==> src/hw/rtl/mcr_pkg.sv <==
`default_nettype none

package mcr_pkg;

  // default coordinate width of the center inputs
  localparam int unsigned COORD_BITS_DEFAULT = 11;

  // step records held between the front and the back
  localparam int unsigned QUEUE_DEPTH = 2;

  // input operation codes
  localparam logic OP_LOAD    = 1'b0;
  localparam logic OP_ADVANCE = 1'b1;

  // eight mirrored pixels per step
  localparam int unsigned PHASE_BITS = 3;
  localparam logic [PHASE_BITS-1:0] LAST_PHASE = 3'd7;

endpackage

`default_nettype wire

==> src/hw/rtl/mcr_front.sv <==
`default_nettype none

module mcr_front import mcr_pkg::*; #(
  parameter int unsigned COORD_BITS = COORD_BITS_DEFAULT
) (
  input  wire logic                         clk_i,
  input  wire logic                         rst_ni,
  input  wire logic                         accept_i,
  input  wire logic                         op_i,
  input  wire logic signed [COORD_BITS-1:0] center_x_i,
  input  wire logic signed [COORD_BITS-1:0] center_y_i,
  input  wire logic [COORD_BITS-2:0]        radius_i,
  output logic                              emit_o,
  output logic signed [COORD_BITS-1:0]      rec_cx_o,
  output logic signed [COORD_BITS-1:0]      rec_cy_o,
  output logic [COORD_BITS-1:0]             rec_x_o,
  output logic signed [COORD_BITS:0]        rec_y_o,
  output logic                              rec_done_o
);

  localparam int unsigned YW = COORD_BITS + 1;
  localparam int unsigned DW = COORD_BITS + 3;

  logic [COORD_BITS-1:0]        x_q, x_d;
  logic signed [YW-1:0]         y_q, y_d;
  logic signed [DW-1:0]         d_q, d_d;
  logic signed [COORD_BITS-1:0] cx_q, cx_d, cy_q, cy_d;
  logic                         active_q, active_d;

  logic signed [YW-1:0] x_ext, x_new_ext;
  logic signed [YW:0]   diff;
  logic [COORD_BITS-1:0] x_inc;
  logic signed [YW-1:0] y_dec;
  logic [DW-1:0]        d_small, d_large;
  logic                 past_end, can_step;

  assign x_ext    = {1'b0, x_q};
  assign past_end = x_ext > y_q;
  assign can_step = active_q && !past_end;
  assign diff     = {x_ext[YW-1], x_ext} - {y_q[YW-1], y_q};
  // d + 2x + 3 when d < 0, else d + 2(x - y) + 5
  assign d_small  = d_q + {2'b00, x_q, 1'b0} + DW'(3);
  assign d_large  = d_q + {diff, 1'b0} + DW'(5);
  assign x_inc    = x_q + COORD_BITS'(1);
  assign y_dec    = y_q - YW'(1);

  always_comb begin
    x_d      = x_q;
    y_d      = y_q;
    d_d      = d_q;
    cx_d     = cx_q;
    cy_d     = cy_q;
    active_d = active_q;
    emit_o   = 1'b0;
    if (accept_i) begin
      if (op_i == OP_LOAD) begin
        x_d      = '0;
        y_d      = {2'b00, radius_i};
        d_d      = DW'(1) - {4'b0000, radius_i};
        cx_d     = center_x_i;
        cy_d     = center_y_i;
        active_d = 1'b1;
        emit_o   = 1'b1;
      end else if (can_step) begin
        x_d    = x_inc;
        emit_o = 1'b1;
        if (d_q[DW-1]) begin
          d_d = d_small;
        end else begin
          d_d = d_large;
          y_d = y_dec;
        end
      end
    end
  end

  assign x_new_ext  = {1'b0, x_d};
  assign rec_cx_o   = cx_d;
  assign rec_cy_o   = cy_d;
  assign rec_x_o    = x_d;
  assign rec_y_o    = y_d;
  // a load never finishes a circle
  assign rec_done_o = (op_i == OP_ADVANCE) && (x_new_ext > y_d);

  always_ff @(posedge clk_i or negedge rst_ni) begin
    if (!rst_ni) begin
      x_q      <= '0;
      y_q      <= '0;
      d_q      <= '0;
      cx_q     <= '0;
      cy_q     <= '0;
      active_q <= 1'b0;
    end else begin
      x_q      <= x_d;
      y_q      <= y_d;
      d_q      <= d_d;
      cx_q     <= cx_d;
      cy_q     <= cy_d;
      active_q <= active_d;
    end
  end

endmodule

`default_nettype wire

==> src/hw/rtl/mcr_queue.sv <==
`default_nettype none

module mcr_queue import mcr_pkg::*; #(
  parameter int unsigned WIDTH = 8,
  parameter int unsigned DEPTH = QUEUE_DEPTH
) (
  input  wire logic             clk_i,
  input  wire logic             rst_ni,
  input  wire logic             wr_i,
  input  wire logic [WIDTH-1:0] wdata_i,
  input  wire logic             rd_i,
  output logic [WIDTH-1:0]      rdata_o,
  output logic                  full_o,
  output logic                  nonempty_o
);

  localparam int unsigned PW = (DEPTH > 1) ? $clog2(DEPTH) : 1;
  localparam int unsigned CW = $clog2(DEPTH + 1);

  logic [WIDTH-1:0] mem_q [DEPTH];
  logic [PW-1:0]    wp_q, rp_q;
  logic [CW-1:0]    cnt_q;
  logic             do_wr, do_rd;

  assign full_o     = cnt_q == CW'(DEPTH);
  assign nonempty_o = cnt_q != '0;
  assign do_wr      = wr_i && !full_o;
  assign do_rd      = rd_i && nonempty_o;
  assign rdata_o    = mem_q[rp_q];

  always_ff @(posedge clk_i) begin
    if (do_wr) begin
      mem_q[wp_q] <= wdata_i;
    end
  end

  always_ff @(posedge clk_i or negedge rst_ni) begin
    if (!rst_ni) begin
      wp_q  <= '0;
      rp_q  <= '0;
      cnt_q <= '0;
    end else begin
      if (do_wr) begin
        wp_q <= (wp_q == PW'(DEPTH - 1)) ? '0 : wp_q + PW'(1);
      end
      if (do_rd) begin
        rp_q <= (rp_q == PW'(DEPTH - 1)) ? '0 : rp_q + PW'(1);
      end
      if (do_wr && !do_rd) begin
        cnt_q <= cnt_q + CW'(1);
      end else if (do_rd && !do_wr) begin
        cnt_q <= cnt_q - CW'(1);
      end
    end
  end

endmodule

`default_nettype wire

==> src/hw/rtl/mcr_back.sv <==
`default_nettype none

module mcr_back import mcr_pkg::*; #(
  parameter int unsigned COORD_BITS = COORD_BITS_DEFAULT
) (
  input  wire logic                         clk_i,
  input  wire logic                         rst_ni,
  input  wire logic                         rec_avail_i,
  input  wire logic signed [COORD_BITS-1:0] rec_cx_i,
  input  wire logic signed [COORD_BITS-1:0] rec_cy_i,
  input  wire logic [COORD_BITS-1:0]        rec_x_i,
  input  wire logic signed [COORD_BITS:0]   rec_y_i,
  input  wire logic                         rec_done_i,
  output logic                              rec_take_o,
  input  wire logic                         pop_i,
  output logic                              empty_o,
  output logic signed [COORD_BITS:0]        pixel_x_o,
  output logic signed [COORD_BITS:0]        pixel_y_o,
  output logic                              last_of_run_o,
  output logic                              circle_done_o
);

  localparam int unsigned YW = COORD_BITS + 1;

  logic                         busy_q;
  logic [PHASE_BITS-1:0]        phase_q;
  logic signed [COORD_BITS-1:0] cx_q, cy_q;
  logic [COORD_BITS-1:0]        x_q;
  logic signed [YW-1:0]         y_q;
  logic                         done_q;

  logic                         out_valid_q;
  logic signed [YW-1:0]         px_q, py_q;
  logic                         last_q, fin_q;

  logic                 advance, end_of_run;
  logic signed [YW-1:0] a_ext, off_x, off_y, px, py;
  logic                 is_last;

  // output register moves when empty or being popped
  assign advance    = !out_valid_q || pop_i;
  assign is_last    = phase_q == LAST_PHASE;
  assign end_of_run = advance && busy_q && is_last;
  assign rec_take_o = rec_avail_i && (!busy_q || end_of_run);

  // phase bit 2 swaps x and y, bit 0 mirrors x, bit 1 mirrors y
  assign a_ext = {1'b0, x_q};
  assign off_x = phase_q[2] ? y_q : a_ext;
  assign off_y = phase_q[2] ? a_ext : y_q;
  assign px    = phase_q[0] ? {cx_q[COORD_BITS-1], cx_q} - off_x
                            : {cx_q[COORD_BITS-1], cx_q} + off_x;
  assign py    = phase_q[1] ? {cy_q[COORD_BITS-1], cy_q} - off_y
                            : {cy_q[COORD_BITS-1], cy_q} + off_y;

  always_ff @(posedge clk_i) begin
    if (rec_take_o) begin
      cx_q   <= rec_cx_i;
      cy_q   <= rec_cy_i;
      x_q    <= rec_x_i;
      y_q    <= rec_y_i;
      done_q <= rec_done_i;
    end
    if (advance && busy_q) begin
      px_q   <= px;
      py_q   <= py;
      last_q <= is_last;
      fin_q  <= is_last && done_q;
    end
  end

  always_ff @(posedge clk_i or negedge rst_ni) begin
    if (!rst_ni) begin
      busy_q      <= 1'b0;
      phase_q     <= '0;
      out_valid_q <= 1'b0;
    end else begin
      if (advance) begin
        out_valid_q <= busy_q;
      end
      if (rec_take_o) begin
        busy_q  <= 1'b1;
        phase_q <= '0;
      end else if (end_of_run) begin
        busy_q  <= 1'b0;
        phase_q <= '0;
      end else if (advance && busy_q) begin
        phase_q <= phase_q + PHASE_BITS'(1);
      end
    end
  end

  assign empty_o       = !out_valid_q;
  assign pixel_x_o     = px_q;
  assign pixel_y_o     = py_q;
  assign last_of_run_o = last_q;
  assign circle_done_o = fin_q;

endmodule

`default_nettype wire

==> src/hw/rtl/midpoint_circle_rasterizer_top.sv <==
// Midpoint circle rasterizer.
// Input queue port: push with op_i and the load fields; a request is taken
// when push is high and full is low. op_i = load starts a circle at
// (center_x_i, center_y_i) with radius_i; op_i = advance runs one octant step.
// An advance with no circle loaded, or after x has passed y, yields nothing.
// Output queue port: while empty is low the oldest pixel is on pixel_x_o /
// pixel_y_o; pop takes it. Each load or live advance yields eight pixels,
// the eighth flagged by last_of_run_o, and circle_done_o on the final step.
// Throughput: one pixel per cycle while pop is high and step records wait,
// set by the single pixel output register. The front updates the circle
// state as each request is taken and parks step records in a two-entry
// queue, so requests are taken while pixels of earlier steps drain; full
// rises when that queue is full. When pop stays low the pixel register
// holds, the back stalls, and the queue fills up before full pushes back.
// Reset clears all control state; no circle is loaded and no pixel is shown.
`default_nettype none

module midpoint_circle_rasterizer_top import mcr_pkg::*; #(
  parameter int unsigned COORD_BITS = COORD_BITS_DEFAULT
) (
  input  wire logic                         clk_i,
  input  wire logic                         rst_ni,
  input  wire logic                         push,
  output logic                              full,
  input  wire logic                         op_i,
  input  wire logic signed [COORD_BITS-1:0] center_x_i,
  input  wire logic signed [COORD_BITS-1:0] center_y_i,
  input  wire logic [COORD_BITS-2:0]        radius_i,
  output logic                              empty,
  input  wire logic                         pop,
  output logic signed [COORD_BITS:0]        pixel_x_o,
  output logic signed [COORD_BITS:0]        pixel_y_o,
  output logic                              last_of_run_o,
  output logic                              circle_done_o
);

  localparam int unsigned RW = 4 * COORD_BITS + 2;

  logic                         accept;
  logic                         emit;
  logic signed [COORD_BITS-1:0] f_cx, f_cy, b_cx, b_cy;
  logic [COORD_BITS-1:0]        f_x, b_x;
  logic signed [COORD_BITS:0]   f_y, b_y;
  logic                         f_done, b_done;
  logic [RW-1:0]                q_wdata, q_rdata;
  logic                         q_nonempty, q_take;

  assign accept = push && !full;

  mcr_front #(
    .COORD_BITS(COORD_BITS)
  ) u_front (
    .clk_i      (clk_i),
    .rst_ni     (rst_ni),
    .accept_i   (accept),
    .op_i       (op_i),
    .center_x_i (center_x_i),
    .center_y_i (center_y_i),
    .radius_i   (radius_i),
    .emit_o     (emit),
    .rec_cx_o   (f_cx),
    .rec_cy_o   (f_cy),
    .rec_x_o    (f_x),
    .rec_y_o    (f_y),
    .rec_done_o (f_done)
  );

  assign q_wdata = {f_done, f_y, f_x, f_cy, f_cx};

  mcr_queue #(
    .WIDTH(RW),
    .DEPTH(QUEUE_DEPTH)
  ) u_queue (
    .clk_i      (clk_i),
    .rst_ni     (rst_ni),
    .wr_i       (emit),
    .wdata_i    (q_wdata),
    .rd_i       (q_take),
    .rdata_o    (q_rdata),
    .full_o     (full),
    .nonempty_o (q_nonempty)
  );

  assign {b_done, b_y, b_x, b_cy, b_cx} = q_rdata;

  mcr_back #(
    .COORD_BITS(COORD_BITS)
  ) u_back (
    .clk_i         (clk_i),
    .rst_ni        (rst_ni),
    .rec_avail_i   (q_nonempty),
    .rec_cx_i      (b_cx),
    .rec_cy_i      (b_cy),
    .rec_x_i       (b_x),
    .rec_y_i       (b_y),
    .rec_done_i    (b_done),
    .rec_take_o    (q_take),
    .pop_i         (pop),
    .empty_o       (empty),
    .pixel_x_o     (pixel_x_o),
    .pixel_y_o     (pixel_y_o),
    .last_of_run_o (last_of_run_o),
    .circle_done_o (circle_done_o)
  );

endmodule

`default_nettype wire
==> config.mk <==
export PLATFORM = sky130hd
export DESIGN_NAME = midpoint_circle_rasterizer_top
export DESIGN_NICKNAME = d
export VERILOG_FILES = /design/src/hw/rtl/mcr_pkg.sv /design/src/hw/rtl/mcr_front.sv /design/src/hw/rtl/mcr_queue.sv /design/src/hw/rtl/mcr_back.sv /design/src/hw/rtl/midpoint_circle_rasterizer_top.sv
export SDC_FILE = /design/constraint.sdc
export NUM_CORES = 1
export LEC_CHECK = 0
export ABC_AREA = 1
export BUFFER_PORTS_ARGS = -buffer_cell sky130_fd_sc_hd__buf_4
export CAP_MARGIN = 5
export CORE_MARGIN = 3
export CORE_UTILIZATION = 47
export DETAILED_ROUTE_END_ITERATION = 10
export PLACE_DENSITY = 0.7
export SYNTH_ARGS = -nofsm -noshare
export SYNTH_HDL_FRONTEND = slang
export SYNTH_HIERARCHICAL = 1
export SYNTH_SLANG_ARGS = --single-unit
==> constraint.sdc <==
create_clock -name clk_i -period 7.1 [get_ports clk_i]
set_clock_uncertainty 0.05 [all_clocks]
set_input_delay 0 -clock clk_i [delete_from_list [all_inputs] [get_ports clk_i]]
set_output_delay 0 -clock clk_i [all_outputs]
set_load 0.1 [all_outputs]
==> run summary, run 1 <==
The number of cells on the worst reg-to-reg path is 20. The tools report the final routed DRC violation total as 0. For the initial antenna violation count, the log shows 0.

The run gives 0.53 ns as the later-pin clock latency in the skew report. The clock root buffer is sky130_fd_sc_hd__clkbuf_16. Measured along the y axis, the die boundary spans 176 um.

The worst flop-to-flop path startpoint is u_queue/cnt_q[1]. The largest single stage delay on the critical path is 0.58 ns. The run finished with clean final reports. The run gives 0 as the number of slew-limit violations in the final report. The logs give 7.32 ns for the required time at the endpoint of the critical path and 10200 for the number of global-route vias before repair. The full die area is 31000 um2, and the logic depth of the worst path, buffers included is 20. Number of H-tree branching levels: 1. The synthesized-area fraction occupied by xor and xnor cells came out at 4.13%. The clock passes through at most 3 buffers. Synthesis produced a netlist whose cell count is 1552. The starting DRC count in detailed routing was 839; the antenna diode instance count was 0. By area, the combinational part of the netlist is dominated by simple AND/OR/NAND/NOR gates. In this run the worst path has a maximum fanout of 35. After detailed routing, the total wire length is 31400 um.

TritonCTS built the clock tree. For this design, the sink count on the clock tree is 233. Global routing finished with a remaining overflow of 0. The commonest register cell after synthesis was sky130_fd_sc_hd__edfxtp_1. The final critical path takes up 56.9% of the cycle. In this run the worst hold path is classified as in -> reg.

The slowest cell on the critical path was sky130_fd_sc_hd__nor2_2. Following the worst setup path forward leads to its endpoint at u_queue/mem_q[1][45]. The synthesized netlist devotes 22.4% of its cell area to simple gates. For the worst setup path, the data arrival time is 4.26 ns. The tools report the global router's overall resource usage as 20.4%. 65 I/O pins were placed.

Grouping stages by cell kind, the critical path spends the most delay in buffers and inverters. The count of buffers added on input and output ports is 64. In this run the core area contains 61 standard-cell rows. The async set-reset flop share out of synthesis was 29.6%; the starting density of the core was 48.2%. The first detailed-routing pass took 5 iterations. The critical path class is reg -> reg.

A synthesized cell averages 8.75 um2. STA classifies the critical path startpoint as a register. The worst setup path is captured at a register.

The number of failing hold endpoints at the final stage is 0. At the end of routability-driven placement, the weighted congestion stood at 0.905. The share of synthesized cell area in full adder, half adder and majority cells was 9.86%. The core area was 28200 um2. Summing over every cut layer, the via total after detailed routing is 10600. The post-synthesis to final-layout area growth works out to 14.8%.

The number of different library cells used by synthesis comes to 45. The register clock-pin slew on the reported worst setup and hold paths is 0.06 ns. The critical path starts at u_queue/cnt_q[1].

Multiplexer cells account for 0.0737% of the synthesized area. Once routing completed, OpenROAD measured the worst setup slack at 3.06 ns. Summed over all failing endpoints, the final setup total negative slack is 0 ns. At the placement stage, the worst setup path has a slack of 3.13 ns. The logs give 6 for the number of synthesis warnings and 49.0% for the post-synthesis sequential area ratio. The fraction of layout instances using a drive strength above 1 works out to 8.11%.

Measured against its own limit, the worst slew margin works out to 33.7%. Detailed placement ended at an HPWL of 23000 um. The number of vias per cell came out at 5.15. For the finished layout, the period the worst path requires is 4.04 ns. The tool flagged a number of max-cap violations equal to 0.

The final layout contains 1798 nets. For this run, the share of the core covered by cells in the final layout is 55.4%. The floorplan step set the die width to 176 um. In this run, synthesis produced a sequential element count of 233. Post-CTS timing repair inserted 0 buffers for setup. Walking the worst path, the cells encountered are inv_1, nor2_1, nor2_2, inv_1, nor2_2, buf_4, inv_1, buf_4, o22ai_1, a21oi_1, ha_1, a21oi_1, o21a_1, nor2_1, o21ai_0, nand2_1, nand2_1, nand2_1, nand2_1, a21oi_1.

The area of the mapped netlist is 13600 um2. The slew of the pin with the lowest slew margin was 0.995 ns; the largest net degree at the start of global routing was 70. Setup violations remaining at the end of the flow were counted as 0. The detail route stage leaves a number of antenna-violating nets equal to 0.

The clock buffer count from CTS was 25; the routed wirelength normalized by instance count was 15.3 um. The net count of the mapped netlist was 1693. The number of flops mapped to enable cells by yosys is 164.

Setup repair after global routing left no endpoint under its margin. The most frequent cell on the critical path is sky130_fd_sc_hd__nand2_1. In this run the register-to-register setup slack is 3.06 ns. The area fraction in compound gates after synthesis works out to 8.14%. The maximum operating frequency came out at 0.247 GHz. Number of buffer and inverter stages on the critical path: 5. The first global-routing pass estimated 51100 um of wire. The worst register-to-register path ends at u_queue/mem_q[1][45].
## metal layers
layer	vias up	share of wire, %	GRT usage (%)	wire length (um)
li1	5339	-	-	-
met4	0	4.4	7.56	1380
met1	4830	42	25.8	13100
met5	-	0	0	0
met3	98	5.6	3.10	1750
met2	321	48	35.6	15100
## cells by family (layout without fill, tap and decap cells)
group	count (synthesis)	in the layout
AND/OR/NAND/NOR	747	747
flip-flops	233	233
buffers and inverters	205	329
AO/OA/AOI/OAI	198	198
adder cells (fa/ha/maj)	104	104
XOR/XNOR	64	64
multiplexers	1	1
## layout by cell type, fill, tap and decap left out, types with 3 or more instances in the layout
cell / synthesis / routed
sky130_fd_sc_hd__nand2_1: 518 / 518
sky130_fd_sc_hd__edfxtp_1: 164 / 164
sky130_fd_sc_hd__inv_1: 162 / 160
sky130_fd_sc_hd__ha_1: 99 / 99
sky130_fd_sc_hd__nor2_1: 98 / 96
sky130_fd_sc_hd__nand3_1: 87 / 87
sky130_fd_sc_hd__a21oi_1: 77 / 77
sky130_fd_sc_hd__buf_4: 3 / 71
sky130_fd_sc_hd__dfrtp_1: 69 / 69
sky130_fd_sc_hd__o21ai_0: 63 / 63
sky130_fd_sc_hd__xor2_1: 44 / 44
sky130_fd_sc_hd__dlygate4sd3_1: 0 / 43
sky130_fd_sc_hd__clkbuf_16: 0 / 25
sky130_fd_sc_hd__xnor2_1: 20 / 20
sky130_fd_sc_hd__nand4_1: 17 / 17
sky130_fd_sc_hd__o21a_1: 13 / 13
sky130_fd_sc_hd__o21ai_1: 10 / 10
sky130_fd_sc_hd__nor3_1: 10 / 10
sky130_fd_sc_hd__clkbuf_1: 10 / 9
sky130_fd_sc_hd__o22ai_1: 7 / 7
sky130_fd_sc_hd__a31oi_1: 6 / 6
sky130_fd_sc_hd__clkinv_4: 0 / 5
sky130_fd_sc_hd__inv_2: 5 / 5
sky130_fd_sc_hd__fa_1: 5 / 5
sky130_fd_sc_hd__clkinv_1: 2 / 4
sky130_fd_sc_hd__or2_2: 4 / 4
sky130_fd_sc_hd__a21oi_2: 4 / 4
sky130_fd_sc_hd__nand2_4: 4 / 4
sky130_fd_sc_hd__o21ai_2: 4 / 4
sky130_fd_sc_hd__o211ai_1: 4 / 4
sky130_fd_sc_hd__nor2_2: 2 / 3
sky130_fd_sc_hd__clkbuf_8: 0 / 3
sky130_fd_sc_hd__o21bai_1: 3 / 3
## registers in the layout (all words and copies together) (netlist names), 2 cells and up
register	cells
u_queue/cnt_q	2
u_back/phase_q	3
u_front/cy_q	11
u_front/cx_q	11
u_back/cy_q	11
u_front/y_q	12
u_front/d_q	14
u_back/x_q	11
u_back/pixel_x_o	12
u_back/y_q	12
u_queue/mem_q	92
u_back/pixel_y_o	12
u_front/x_q	11
u_back/cx_q	11
## tightest hold or removal path: stages
cell and delay, ns:
sky130_fd_sc_hd__buf_4 0.11, sky130_fd_sc_hd__inv_1 0.08, sky130_fd_sc_hd__nor2_2 0.14, sky130_fd_sc_hd__nor2_1 0.14
sky130_fd_sc_hd__a21oi_1 0.08
## stage by stage
step / hold slack, ns / instance area, um2 / std cells
4_1_cts: 0.0127 / 15600 / 2054
2_1_floorplan: -0.346 / 13600 / 1552
6_report: 0.0272 / 15600 / 2054
5_1_grt: 0.0885 / 15600 / 2054
3_3_place_gp: 0.152 / 14400 / 1965
3_5_place_dp: 0.153 / 14400 / 1965
## how the worst min path moves through the flow
stage                 from            endpoint  slack (ns)  depth (start not counted)
floorplan           rst_ni       u_back/busy_q       -0.35                          0
global placement    rst_ni  u_back/out_valid_q        0.15                          1
detailed placement  rst_ni  u_back/out_valid_q        0.15                          1
CTS                   push      u_front/y_q[1]        0.01                          5
global route          push      u_front/y_q[1]        0.09                          5
finish                push      u_front/y_q[1]        0.03                          5
## layout make-up
cell class | instances | area, um2
Multi-Input combinational cell | 1114 | 6070
Inverter | 169 | 634
Sequential cell | 233 | 6650
Clock inverter | 9 | 105
Fill cell | 2482 | 12600
Clock buffer | 37 | 701
Tap cell | 378 | 473
Timing Repair Buffer | 114 | 963
## cell usage after synthesis, types with 6 or more instances
| cell | count | area share (%) |
|---|---|---|
| sky130_fd_sc_hd__xor2_1 | 44 | 2.8 |
| sky130_fd_sc_hd__xnor2_1 | 20 | 1.3 |
| sky130_fd_sc_hd__ha_1 | 99 | 9.1 |
| sky130_fd_sc_hd__clkbuf_1 | 10 | 0.28 |
| sky130_fd_sc_hd__edfxtp_1 | 164 | 36 |
| sky130_fd_sc_hd__nor3_1 | 10 | 0.37 |
| sky130_fd_sc_hd__nand4_1 | 17 | 0.78 |
| sky130_fd_sc_hd__nand2_1 | 518 | 14 |
| sky130_fd_sc_hd__a31oi_1 | 6 | 0.28 |
| sky130_fd_sc_hd__o21a_1 | 13 | 0.72 |
| sky130_fd_sc_hd__dfrtp_1 | 69 | 13 |
| sky130_fd_sc_hd__inv_1 | 162 | 4.5 |
| sky130_fd_sc_hd__o22ai_1 | 7 | 0.32 |
| sky130_fd_sc_hd__nor2_1 | 98 | 2.7 |
| sky130_fd_sc_hd__o21ai_1 | 10 | 0.37 |
| sky130_fd_sc_hd__buf_2 | 8 | 0.29 |
| sky130_fd_sc_hd__a21oi_1 | 77 | 2.8 |
| sky130_fd_sc_hd__nand3_1 | 87 | 3.2 |
| sky130_fd_sc_hd__o21ai_0 | 63 | 2.3 |
| sky130_fd_sc_hd__buf_6 | 11 | 0.91 |
## repair_timing
item | CTS | global route
hold endpoints to repair | 162 | 0
hold buffers | 43 | 0
gates resized for setup | 0 | 0
Power of run 1 is not shown: default switching activity piles up to over one toggle a cycle in this logic, so the estimate is an artifact.
==> run 2: changes to the inputs <==
ABC_AREA = 0   (was 1)
PLACE_DENSITY = 0.72   (was 0.7)
clock period = 3.3 ns   (was 7.1 ns; I/O delays follow)
==> run 2 against run 1 <==
The run now ends with setup timing left. Critical path depth decreased by 4. First-iteration DRC count decreased by 22%. Synthesized cell count decreased by 26%. Count of clock-buffer cells in the layout decreased by 7. Routed wire length increased by 3.8%. Non-clock buffer count increased by 148. Via count decreased by 7.2%. Largest cell class is now multi-input gates. Highest routed layer unchanged.
==> run summary, run 2 <==
With fillers left out, the area of the finished cells amounts to 17000 um2. Register clock-pin slew on the reported worst setup and hold paths: 0.06 ns. The shortest period the worst path allows came out at 3.67 ns. Prior to clock tree synthesis, the placed netlist has a worst setup slack of -0.492 ns.

The weighted congestion reported at the end of routability-driven placement was 0.930; the later-pin clock latency in the skew report was 0.51 ns. By startpoint and endpoint, the worst setup path is classified as reg -> reg. The async set-reset flop share out of synthesis came out at 29.6%. The register with the most flip-flops in the layout has 92 of them. Number of H-tree branching levels: 1.

The post-synthesis to final-layout area growth is 28.9%. Slowest cell on the critical path: sky130_fd_sc_hd__or4_4. The top cell type by area accounts for 37.4% of the synthesized area. For the least setup slack across all paths after layout, the log shows -0.370 ns. The slew of the pin with the lowest slew margin came out at 1.03 ns. The largest fanout on the critical path was 5. After synthesis, the most frequently instantiated cells are sky130_fd_sc_hd__edfxtp_1 (164), sky130_fd_sc_hd__nand2_1 (113), sky130_fd_sc_hd__ha_1 (99). The tightest min-delay check is of the in -> async type.

The largest registers in the layout are u_queue/mem_q x92, u_front/d_q x14. The area of the mapped netlist is 13200 um2. The Yosys step of the flow raised 6 warnings. For this run, the post-layout net count is 1545. In this run the mean area of a mapped cell was 11.5 um2. The logs give 0.272 GHz for the maximum operating frequency and 52000 um for the global-route wire length before repair. For the antenna diode instance count, the log shows 0. Cell-internal power: 11.6 mW. Routed wirelength normalized by instance count: 18.2 um. The tools report the power share of the combinational group as 62.9%. Net count of the mapped netlist: 1288.

The detail route stage leaves a number of antenna-violating nets equal to 0. In this run, the number of DRC markers left after iteration 0 of detailed routing was 658. Setup violations remaining at the end of the flow were counted as 8.

The flow ran to the end, but the final reports show violations. For the site row count, the log shows 60. The floorplan step defined a core boundary enclosing 27300 um2.

The run gives 0.0741 ns as the worst hold slack across all endpoints. The initial utilization of the core area, before any placement, comes to 48.3%. The floorplan step set the die width to 173 um. Across every metal layer, demand over resource in global routing totals 21.1%. The run gives 25 as the clock buffer count from CTS. The power density relative to cell area is 1190 nW/um2.

The tools report the max capacitance violation total as 0. Total of flip-flops plus latches after synthesis: 233. The clock root buffer is sky130_fd_sc_hd__clkbuf_16. For the static leakage power, the log shows 7.15 nW. The clock network burns 13.3% of the power. The placed instance area was 15200 um2. In this run the deepest clock path goes through 3 buffers. The tools report the number of global-route vias before repair as 9893. TritonCTS built the clock tree. The count of buffers inserted at the top-level ports came out at 64. Height of the die: 173 um.

The critical path goes through inv_2, ha_4, or4_4, o211a_1, o21ba_4, nor3_4, o21a_1, o22ai_2, ha_1, nor2b_1, o21a_1, o21a_1, o211ai_1, a211oi_1, nor2_1, o22ai_1. The most common cell in the synthesized netlist is sky130_fd_sc_hd__edfxtp_1. Headroom to the max-slew limit came out at 31.6%.

The share of total power consumed by net switching was 42.4%. In this design, the stage delay of the slowest critical-path cell is 0.53 ns. The routed layout has 9826 vias. The register bank with the most flops is u_queue/mem_q. The fraction of layout instances using a drive strength above 1 works out to 29.4%. Gate family responsible for the most delay along the worst path: compound AO/OA/AOI/OAI gates.

The library cell used most frequently in the layout, excluding fill and tap cells, is sky130_fd_sc_hd__buf_4. The tools report the sort of element at the start of the critical path as a register. The tools report the initial antenna violation count as 0. After synthesis, flip-flops and latches occupy 50.5% of the total area. The data arrival at the endpoint of the critical path is 3.86 ns.

Across the VDD grid, the largest voltage drop is 1670 uV. For this run the aggregate overflow at the end of global routing stands at 0. The number of flops mapped to enable cells by yosys works out to 164.

Largest area contributor in the synthesized netlist: sky130_fd_sc_hd__edfxtp_1. The run gives 6680 um2 as the area taken by multi-input logic gates. The analysis attributes to net switching a power of 8.57 mW.

The run gives 3.49 ns as the required time at the endpoint of the critical path. The endpoint type of the worst setup path was a register. Per report_power, the sequential group accounts for 23.9% of the total. The most numerous cell type found on the critical path is sky130_fd_sc_hd__o21a_1.

The number of distinct library cell variants in the gate-level netlist after synthesis is 80. Sorting the synthesized cells by area gives the leading types as sky130_fd_sc_hd__edfxtp_1 (37%), sky130_fd_sc_hd__dfrtp_1 (13%), sky130_fd_sc_hd__ha_1 (9.4%). The number of buffer and inverter stages on the critical path came out at 1. The number of vias per cell is 5.47, and the number of iterations in the first detailed-routing pass is 5. For the register cell area after layout, the log shows 6660 um2.

The number of fill cells is 2053, and the CTS sink count is 233. Final critical-path share of the clock period: 111%. The die covers 30100 um2.

The design draws 20.2 mW. For the number of failing hold endpoints at the final stage, the log shows 0. Synthesis produced 1147 cells. For this block, the routed nets add up to 32600 um of wire.

The checks that failed: setup timing. The number of slew-limit violations in the final report came out at 0. For the I/O pin total, the log shows 65.

The commonest register cell after synthesis is sky130_fd_sc_hd__edfxtp_1. Entering global routing, the biggest net connects 56 pins. Setup repair after global routing could not meet its margin everywhere. In the layout the commonest cells are sky130_fd_sc_hd__buf_4 (211), sky130_fd_sc_hd__edfxtp_1 (164), sky130_fd_sc_hd__nand2_1 (113). Once detailed placement completed, the half-perimeter wirelength came to 23000 um. For the final routed DRC violation total, the log shows 0.
[run 2: kinds of logic (layout without fill, tap and decap cells)]
kind of cell	Yosys count	in the layout	share of synthesized area (%)
AO/OA/AOI/OAI	251	251	12.7
XOR/XNOR	77	77	5.12
adder cells (fa/ha/maj)	104	104	10.2
buffers and inverters	89	365	3.07
flip-flops	233	233	50.5
multiplexers	76	76	7.10
AND/OR/NAND/NOR	317	317	11.4
[run 2: power groups by stage]
stage | combinational [mW] | clock [mW] | sequential, mW
after detailed placement | 10.6 | 0 | 4.87
after global placement | 10.3 | 0 | 4.82
after CTS | 11.6 | 2.73 | 4.82
after floorplan | 6.35 | 0 | 5.89
final | 12.7 | 2.68 | 4.83
after global routing | 13.7 | 2.84 | 4.92
[run 2: final cells by class]
cell class	count	area share (%)
clock buffer	30	3.91
tap	372	2.74
sequential	233	39.2
clock inverter	16	0.781
timing repair buffer	262	12.7
inverter	57	1.28
multi-input combinational	825	39.4
[run 2: worst paths after layout]
kind | start | end | slack [ns] | cells after the start
worst min register to register | u_front/cx_q[3] | u_front/cx_q[3] | 0.44 | 2
worst min-delay path | rst_ni | u_front/cx_q[7] | 0.07 | 2
max in group asynchronous | rst_ni | u_front/x_q[6] | 2.34 | 3
worst max-delay path | u_front/y_q[4] | u_queue/mem_q[1][45] | -0.37 | 16
min in group clk_i | radius_i[4] | u_front/d_q[7] | 0.12 | 7
worst max register to register | u_front/y_q[4] | u_queue/mem_q[1][45] | -0.37 | 16
[run 2: worst reg2reg max path, stage by stage, from the launching register on]
cell	delay [ns]
sky130_fd_sc_hd__dfrtp_1	0.37
sky130_fd_sc_hd__inv_2	0.06
sky130_fd_sc_hd__ha_4	0.15
sky130_fd_sc_hd__or4_4	0.53
sky130_fd_sc_hd__o211a_1	0.26
sky130_fd_sc_hd__o21ba_4	0.25
sky130_fd_sc_hd__nor3_4	0.20
sky130_fd_sc_hd__o21a_1	0.19
sky130_fd_sc_hd__o22ai_2	0.09
sky130_fd_sc_hd__ha_1	0.31
sky130_fd_sc_hd__nor2b_1	0.13
sky130_fd_sc_hd__o21a_1	0.16
sky130_fd_sc_hd__o21a_1	0.17
sky130_fd_sc_hd__o211ai_1	0.20
sky130_fd_sc_hd__a211oi_1	0.10
sky130_fd_sc_hd__nor2_1	0.10
sky130_fd_sc_hd__o22ai_1	0.08
[run 2: per-layer routing]
layer | track usage, % | vias to the layer above | wire length, um
li1 | - | 4761 | -
met1 | 28.0 | 4764 | 14000
met2 | 37.2 | 252 | 16400
met3 | 2.63 | 49 | 1460
met4 | 4.66 | 0 | 631
met5 | 0 | - | 0
[run 2: stage by stage]
step	instances	TNS (ns)	utilization (%)
floorplan	1147	-3.90	-
global placement	1697	-1.88	55.9
detailed placement	1697	-4.09	55.9
CTS	1791	-1.59	61.3
global route	1795	-3.25	62.3
finish	1795	-1.61	62.3
[run 2: what timing repair did]
| item | CTS | global route |
|---|---|---|
| endpoints found under the setup margin | 57 | 110 |
| gates resized for setup | 43 | 51 |
| pin swaps | 25 | 39 |
| hold buffers | 37 | 0 |
| hold endpoints to repair | 142 | 0 |
| setup buffers | 11 | 4 |
Note: power is estimated with default switching activity, not from simulation.
